## src/rtl/rmst_pkg.sv

```systemverilog
`timescale 1ns / 1ps
package rmst_pkg;

  localparam int CAPACITY     = 1024;
  localparam int VALUE_WIDTH  = 32;
  localparam int CMD_WIDTH    = 2;
  localparam int POS_WIDTH    = 11;
  localparam int STATUS_WIDTH = 2;

  localparam logic [CMD_WIDTH-1:0] CMD_UPDATE = 2'd0;
  localparam logic [CMD_WIDTH-1:0] CMD_QUERY  = 2'd1;
  localparam logic [CMD_WIDTH-1:0] CMD_CLEAR  = 2'd2;

  localparam logic [STATUS_WIDTH-1:0] ST_OK        = 2'd0;
  localparam logic [STATUS_WIDTH-1:0] ST_POS_RANGE = 2'd1;
  localparam logic [STATUS_WIDTH-1:0] ST_BAD_RANGE = 2'd2;

  typedef struct packed {
    logic load_item;
    logic walk_init;
    logic sweep_start;
    logic sweep_step;
    logic leaf_write;
    logic sib_read;
    logic parent_write;
    logic lo_read;
    logic lo_take;
    logic hi_read;
    logic hi_take;
    logic level_shift;
    logic out_load;
  } rmst_ctl_t;

  typedef struct packed {
    logic [CMD_WIDTH-1:0] command;
    logic                 upd_ok;
    logic                 qry_ok;
    logic                 lo_lt_hi;
    logic                 lo_odd;
    logic                 hi_odd;
    logic                 parent_root;
    logic                 sweep_last;
  } rmst_sts_t;

endpackage

```

## src/rtl/rmst_ctrl.sv

```systemverilog
`timescale 1ns / 1ps
module rmst_ctrl (
  input  logic                clk,
  input  logic                rst,
  input  logic                cfg_we,
  input  logic                in_valid,
  output logic                in_ready,
  output logic                out_valid,
  input  logic                out_ready,
  input  rmst_pkg::rmst_sts_t sts,
  output rmst_pkg::rmst_ctl_t ctl
);

  localparam logic [3:0] S_SWEEP     = 4'd0;
  localparam logic [3:0] S_IDLE      = 4'd1;
  localparam logic [3:0] S_DECODE    = 4'd2;
  localparam logic [3:0] S_CMD_SWEEP = 4'd3;
  localparam logic [3:0] S_UPD_LEAF  = 4'd4;
  localparam logic [3:0] S_UPD_READ  = 4'd5;
  localparam logic [3:0] S_UPD_WAIT  = 4'd6;
  localparam logic [3:0] S_Q_TEST    = 4'd7;
  localparam logic [3:0] S_Q_LO_WAIT = 4'd8;
  localparam logic [3:0] S_Q_HI_TEST = 4'd9;
  localparam logic [3:0] S_Q_HI_WAIT = 4'd10;
  localparam logic [3:0] S_DONE      = 4'd11;

  logic [3:0] state;
  logic [3:0] state_next;
  logic       out_free;

  assign in_ready = (state == S_IDLE) && !cfg_we;
  assign out_free = !out_valid || out_ready;

  always_comb begin
    state_next = state;
    ctl        = '0;
    case (state)
      S_SWEEP: begin
        ctl.sweep_step = 1'b1;
        if (sts.sweep_last) begin
          state_next = S_IDLE;
        end
      end
      S_IDLE: begin
        if (in_valid && in_ready) begin
          ctl.load_item = 1'b1;
          state_next    = S_DECODE;
        end
      end
      S_DECODE: begin
        ctl.walk_init = 1'b1;
        case (sts.command)
          rmst_pkg::CMD_UPDATE: state_next = sts.upd_ok ? S_UPD_LEAF : S_DONE;
          rmst_pkg::CMD_QUERY:  state_next = sts.qry_ok ? S_Q_TEST : S_DONE;
          rmst_pkg::CMD_CLEAR: begin
            ctl.sweep_start = 1'b1;
            state_next      = S_CMD_SWEEP;
          end
          default: state_next = S_DONE;
        endcase
      end
      S_CMD_SWEEP: begin
        ctl.sweep_step = 1'b1;
        if (sts.sweep_last) begin
          state_next = S_DONE;
        end
      end
      S_UPD_LEAF: begin
        ctl.leaf_write = 1'b1;
        state_next     = S_UPD_READ;
      end
      S_UPD_READ: begin
        ctl.sib_read = 1'b1;
        state_next   = S_UPD_WAIT;
      end
      S_UPD_WAIT: begin
        ctl.parent_write = 1'b1;
        state_next       = sts.parent_root ? S_DONE : S_UPD_READ;
      end
      S_Q_TEST: begin
        if (!sts.lo_lt_hi) begin
          state_next = S_DONE;
        end else if (sts.lo_odd) begin
          ctl.lo_read = 1'b1;
          state_next  = S_Q_LO_WAIT;
        end else begin
          state_next = S_Q_HI_TEST;
        end
      end
      S_Q_LO_WAIT: begin
        ctl.lo_take = 1'b1;
        state_next  = S_Q_HI_TEST;
      end
      S_Q_HI_TEST: begin
        if (sts.hi_odd) begin
          ctl.hi_read = 1'b1;
          state_next  = S_Q_HI_WAIT;
        end else begin
          ctl.level_shift = 1'b1;
          state_next      = S_Q_TEST;
        end
      end
      S_Q_HI_WAIT: begin
        ctl.hi_take     = 1'b1;
        ctl.level_shift = 1'b1;
        state_next      = S_Q_TEST;
      end
      S_DONE: begin
        if (out_free) begin
          ctl.out_load = 1'b1;
          state_next   = S_IDLE;
        end
      end
      default: state_next = S_IDLE;
    endcase
    if (cfg_we) begin
      ctl.sweep_start = 1'b1;
      ctl.sweep_step  = 1'b0;
      state_next      = S_SWEEP;
    end
  end

  always_ff @(posedge clk) begin
    if (rst) begin
      state     <= S_SWEEP;
      out_valid <= 1'b0;
    end else begin
      state <= state_next;
      if (ctl.out_load) begin
        out_valid <= 1'b1;
      end else if (out_ready) begin
        out_valid <= 1'b0;
      end
    end
  end

endmodule

```

## config.mk

```make
export PLATFORM = sky130hd
export DESIGN_NAME = rmst_ctrl
export DESIGN_NICKNAME = d
export VERILOG_FILES = /design/src/rtl/rmst_pkg.sv /design/src/rtl/rmst_ctrl.sv
export SDC_FILE = /design/constraint.sdc
export NUM_CORES = 1
export LEC_CHECK = 0
export BUFFER_PORTS_ARGS = -buffer_cell sky130_fd_sc_hd__buf_4
export CELL_PAD_IN_SITES_DETAIL_PLACEMENT = 0
export CELL_PAD_IN_SITES_GLOBAL_PLACEMENT = 2
export CORE_ASPECT_RATIO = 0.9
export CORE_MARGIN = 2
export CORE_UTILIZATION = 25
export CTS_CLUSTER_DIAMETER = 120
export DETAILED_ROUTE_END_ITERATION = 10
export PLACE_DENSITY_LB_ADDON = 0.1
export SYNTH_ARGS = -nofsm -noshare
export SYNTH_HDL_FRONTEND = slang
export SYNTH_SLANG_ARGS = --single-unit
```

## constraint.sdc

```tcl
create_clock -name clk -period 4.85 [get_ports clk]
set_input_delay 0.485 -clock clk [delete_from_list [all_inputs] [get_ports clk]]
set_output_delay 0.485 -clock clk [all_outputs]
set_load 0.02 [all_outputs]
```

==> flow_metrics.py, run 1 <==
metrics = {
    "die": {
        "die_h_um": 52.0,
        "io_pins": 29,
        "rows": 17,
        "core_area_mm2": 0.00245,
        "die-area_mm2": 0.00298,
        "initial_utilization_pct": 26.2,
        "die_x_um": 57.4,
    },
    "critical_path": {
        "critPathMaxStageDelay_ps": 790,
        "cp.buffers_inverters": 1,
        "crit_chain": "or4b_4 > and2b_1 > buf_4",
        "worst-path-max-fanout": 22,
        "cp.arrival_ps": 1930,
        "crit_path_start_kind": "flop",
        "crit_family": "flip-flops",
        "critical_path_class": "reg2out",
        "end_kind": "output pin",
        "cp_slowest_cell": "dfxtp_1",
        "cp.required_ps": 4370,
    },
    "clock_network": {
        "h-tree-depth": 1,
        "cts_tree": "yes",
        "cts_root_buffer": "clkbuf_4",
        "clock_path_buffers": 2,
        "cts-resized-gates": 0,
        "ctsHoldBuffers": 0,
        "post-cts-setup-buffers": 0,
        "insertion_delay_ps": 240,
        "numCtsBuffers": 3,
        "clk_pin_slew_ps": 40,
        "clkSinkCount": 5,
    },
    "synth": {
        "yosysTopAreaCellShare_pct": 15.6,
        "synthArstFlopShare_pct": 0,
        "yosys_warnings": 0,
        "synth.distinct_cells": 38,
        "ys_seq_area_share_pct": 15.6,
        "synth_edf_count": 0,
        "syn_inst": 88,
        "yosysTopAreaCell": "dfxtp_1",
        "netlist_area_um2": 641,
        "avgSynthCellArea_um2": 7.28,
        "synth_common_cells": "a21oi_1, nand2_1, nand2b_1, nor2_1, nor3_1",
        "synth-main-ff-cell": "dfxtp_1",
        "synth_seq_cells": 5,
        "syn_nets": 106,
        "synth.area.top_cells": "dfxtp_1, ha_1, nand2b_1, nor2b_1, a21oi_1",
    },
    "status": {
        "status": "complete, no violations",
    },
    "global_routing": {
        "grt.total_usage_pct": 11.6,
        "grt_pass1_vias": 592,
        "grt_remaining_overflow": 0,
        "grt_pass1_wl_um": 2700,
        "antenna_found_initial": 0,
        "grt_max_degree": 23,
    },
    "sta": {
        "relSlewSlack_pct": 50.3,
        "hold_viol_final": 0,
        "worst_pin_slew_ps": 744,
        "grt_setup_unrepaired": "no",
        "finalCriticalPeriod_ps": 2420,
        "fmax_mhz": 414,
        "fin_crit_sh_pct": 49.8,
        "setup_viol": 0,
        "drv_slew": 0,
        "setup_ws_ps": 2430,
        "fin_tns_setup_ps": 0,
        "fin_skew_ps": 3.05,
    },
    "finish": {
        "n_antenna_cell": 0,
        "area_growth_pct": 36.9,
        "drive_gt1_share_pct": 31.0,
        "fin_nets": 132,
        "fillers": 269,
    },
    "route": {
        "drc": 0,
        "drt-total-wl_um": 1690,
        "via_per_inst": 5.06,
        "wl_per_cell_um": 12.0,
        "first_pass_iters": 2,
        "drtIter0Drc": 24,
        "antenna_left": 0,
        "dr_total_vias": 713,
    },
    "hold_path": {
        "holdCritPathClass": "in2reg",
    },
    "power_and_ir_drop": {
        "power.leakage_uw": 0.000391,
        "power_density_mw_per_mm2": 141,
        "max-vdd-ir-drop_v": 0.0000577,
    },
    "placed_design": {
        "gp_congestion": 0.743,
        "hpwl_um": 1260,
        "port_buffers": 28,
        "preCtsSetupSlack_ps": 2690,
    },
    "flow_run": {
        "cap_violations": 0,
    },
}
==> path summary, 6_finish.rpt <==
path	from	endpoint	cells past startpoint	slack [ps]
setup / recovery	state[0]	ctl[12]	3	2430
hold / removal	rst	out_valid	2	400
setup reg to reg	state[0]	state[0]	4	2790
hold reg to reg	out_valid	out_valid	2	550
==> routing by layer <==
layer	track usage (%)	vias up	part of all wire, %
met2	17.0	17	44
li1	-	373	-
met5	0	-	0
met3	1.74	2	4.1
met1	15.9	321	51
met4	6.98	0	1.0
==> state kept, by name, summed over array words and instances (netlist names) <==
name       flops
out_valid      1
state          4
==> worst reg2reg max path: cells and delay by family (launching register included) <==
family           cells  cell delay (ps)
AO/OA/AOI/OAI        2              460
flip-flops           1              790
AND/OR/NAND/NOR      2              710
==> layout make-up <==
| cell class | count | area, um^2 | share of cell area (%) |
|---|---|---|---|
| multi-input combinational | 73 | 494 | 56.3 |
| timing repair buffer | 28 | 210 | 24.0 |
| sequential | 5 | 100 | 11.4 |
| tap | 28 | 35.0 | 3.99 |
| clock buffer | 4 | 26.3 | 3.00 |
| inverter | 3 | 11.3 | 1.28 |
==> kinds of logic (layout without fill, tap and decap cells) <==
kind of cell             Yosys count  in the layout  synth area share (%)
AO/OA/AOI/OAI                     24             24                  26.4
XOR/XNOR                           1              1                  1.37
adder cells (fa/ha/maj)            4              4                  7.81
buffers and inverters             10             35                  7.22
flip-flops                         5              5                  15.6
multiplexers                       1              1                  1.56
AND/OR/NAND/NOR                   43             43                  40.0
==> stage by stage <==
stage | power (uW) | cell area (um^2) | hold WS, ps | utilization (%) | cells
after floorplan | 62.1 | 641 | 554 | - | 88
after global placement | 76.9 | 851 | 546 | 34.8 | 137
after detailed placement | 77.2 | 851 | 543 | 34.8 | 137
after CTS | 128 | 877 | 389 | 35.9 | 141
after global routing | 134 | 877 | 395 | 35.9 | 141
final | 124 | 877 | 403 | 35.9 | 141
==> placed cells by master, fill, tap and decap left out, types with 2 or more instances in the layout <==
cell and count:
nor3_1 6, ha_1 4, o31a_1 2, buf_4 28, nor2b_1 5, or4_1 2
a21oi_1 6, o21ai_0 3, inv_1 3, a21o_1 3, nand3_1 2, nand2b_1 6
nor4_1 2, nor2_1 6, dfxtp_1 5, a22oi_1 2, nand2_1 6, clkbuf_4 3
==> power breakdown <==
group | internal [uW] | total (uW) | switching, uW
Sequential | 41.8 | 45.3 | 3.47
Clock | 31.1 | 47.9 | 16.8
Combinational | 17.2 | 30.8 | 13.6
(Power assumes the default switching activity.)
==> inputs of run 2 (changes only) <==
--- a/config.mk
+++ b/config.mk
@@ -10,7 +10,7 @@
 export CELL_PAD_IN_SITES_GLOBAL_PLACEMENT = 2
 export CORE_ASPECT_RATIO = 0.9
 export CORE_MARGIN = 2
-export CORE_UTILIZATION = 25
+export CORE_UTILIZATION = 21
 export CTS_CLUSTER_DIAMETER = 120
 export DETAILED_ROUTE_END_ITERATION = 10
 export PLACE_DENSITY_LB_ADDON = 0.1
==> constraint.sdc (replaced) <==
create_clock -name clk -period 2.1 [get_ports clk]
set_input_delay 0.21 -clock clk [delete_from_list [all_inputs] [get_ports clk]]
set_output_delay 0.21 -clock clk [all_outputs]
set_load 0.02 [all_outputs]
==> run 2 against run 1 <==
Clock power increased by 140%. Critical path type unchanged. Sequential share of layout area is 0.47 points lower. Total power up 130%. Global-route usage fell by 1.6 points. Largest power group unchanged. Design area grew 4.3%. Sequential power grew 120%. Clock-buffer cell count did not move. Highest routed layer unchanged. Die area is 18% higher.
==> flow_metrics.py, run 2 (synthesized netlist as in run 1, its figures left out) <==
metrics = {
    "status": {
        "status": "complete, no violations",
    },
    "power_and_ir_drop": {
        "max-vdd-ir-drop_v": 0.0000974,
        "internal_power_uw": 210,
        "seqPwrFrac_pct": 34.1,
        "power.leakage_uw": 0.000407,
        "p_clk_share_pct": 38.9,
        "power_switching_share_pct": 27.9,
        "p_comb_share_pct": 27.0,
        "p_switching_uw": 81.0,
        "power_density_mw_per_mm2": 318,
    },
    "placed_design": {
        "port_buffers": 28,
        "gp_congestion": 0.722,
        "placed_cells": 152,
        "hpwl_um": 1420,
    },
    "finish": {
        "multi_input_area_um2": 494,
        "fin_nets": 135,
        "reg.largest.list": "state (4), out_valid (1)",
        "fillers": 322,
        "fin_cells": 156,
        "largest_register": "state",
        "area_growth_pct": 42.8,
        "largest_register_ffs": 4,
        "n_antenna_cell": 0,
        "mostFrequentLayoutCell": "buf_4",
        "drive_gt1_share_pct": 32.8,
        "seqCellArea_um2": 100,
    },
    "sta": {
        "fin_crit_sh_pct": 86.4,
        "fin_tns_setup_ps": 0,
        "grt_setup_unrepaired": "no",
        "finalCriticalPeriod_ps": 1820,
        "setup_viol": 0,
        "drv_slew": 0,
        "hold_viol_final": 0,
        "fin_skew_ps": 3.44,
        "relSlewSlack_pct": 63.9,
        "worst_pin_slew_ps": 541,
        "fmax_mhz": 551,
    },
    "hold_path": {
        "holdCritPathClass": "in2reg",
    },
    "critical_path": {
        "cp.required_ps": 1890,
        "cp.arrival_ps": 1610,
        "crit_family": "simple AND/OR/NAND/NOR gates",
        "crit_chain": "or4b_4 > and2b_1 > buf_4",
        "critical_path_class": "reg2out",
        "critPathMaxStageDelay_ps": 560,
        "cp_slowest_cell": "or4b_4",
        "crit_path_start_kind": "flop",
        "worst-path-max-fanout": 17,
        "cp.buffers_inverters": 1,
        "end_kind": "output pin",
    },
    "route": {
        "drc": 0,
        "dr_total_vias": 708,
        "first_pass_iters": 2,
        "antenna_left": 0,
        "drt-total-wl_um": 1740,
        "wl_per_cell_um": 11.2,
        "drtIter0Drc": 13,
        "via_per_inst": 4.54,
    },
    "clock_network": {
        "ctsHoldBuffers": 0,
        "h-tree-depth": 1,
        "clk_pin_slew_ps": 50,
        "cts-resized-gates": 0,
        "numCtsBuffers": 3,
        "clock_path_buffers": 2,
        "insertion_delay_ps": 240,
        "cts_tree": "yes",
        "post-cts-setup-buffers": 0,
        "cts_root_buffer": "clkbuf_4",
        "clkSinkCount": 5,
    },
    "die": {
        "initial_utilization_pct": 22.8,
        "rows": 18,
        "io_pins": 29,
        "die-area_mm2": 0.00351,
        "die_x_um": 62.2,
        "core_area_mm2": 0.00282,
        "die_h_um": 56.4,
    },
    "global_routing": {
        "antenna_found_initial": 0,
        "grt_remaining_overflow": 0,
        "grt_pass1_wl_um": 2870,
        "grt.total_usage_pct": 10.0,
        "grt_max_degree": 18,
        "grt_pass1_vias": 633,
    },
    "flow_run": {
        "cap_violations": 0,
    },
}
run 2: cell count changes in the layout (fill, tap and decap cells not counted), sizes merged:
cell | before | now
buf | 28 | 31
run 2: path summary, 6_finish.rpt:
kind / to / startpoint / cells past startpoint / slack [ps]
setup / recovery: ctl[12] / state[3] / 3 / 280
hold / removal: out_valid / rst / 2 / 130
setup reg to reg: state[0] / state[3] / 4 / 360
hold reg to reg: out_valid / out_valid / 2 / 550
run 2: worst reg2reg max path: stages (launching register included):
cell	delay (ps)
dfxtp_1	470
or4b_4	560
o22a_1	220
and2_4	150
o221a_1	230
run 2: power groups by stage:
stage | Sequential (uW) | Combinational [uW] | Clock [uW]
2_1_floorplan | 99.5 | 43.8 | 0
3_3_place_gp | 101 | 79.2 | 0
3_5_place_dp | 101 | 79.7 | 0
4_1_cts | 99.1 | 80.1 | 118
5_1_grt | 99.4 | 88.6 | 124
6_report | 99.1 | 78.4 | 113
run 2: area by class of cell:
cell class                 instances  area share (%)
clock buffer                       4            2.87
inverter                           3            1.23
multi-input combinational         73            54.0
sequential                         5            10.9
tap                               40            5.47
timing repair buffer              31            25.4
run 2: per-layer routing:
layer	global-route usage [%]	share of wire, %	up-vias
met1	14.0	51	309
met3	2.00	4.2	2
li1	-	-	380
met2	14.8	44	17
met5	0	0	-
met4	4.76	0.86	0
run 2: metrics by stage:
stage	area (um^2)	setup slack, ps	total power (uW)	utilization [%]	hold WS (ps)
6_report	915	285	291	32.5	135
5_1_grt	915	196	312	32.5	135
4_1_cts	915	270	297	32.5	130
3_5_place_dp	888	363	181	31.6	386
3_3_place_gp	888	371	180	31.6	388
2_1_floorplan	641	455	143	-	279
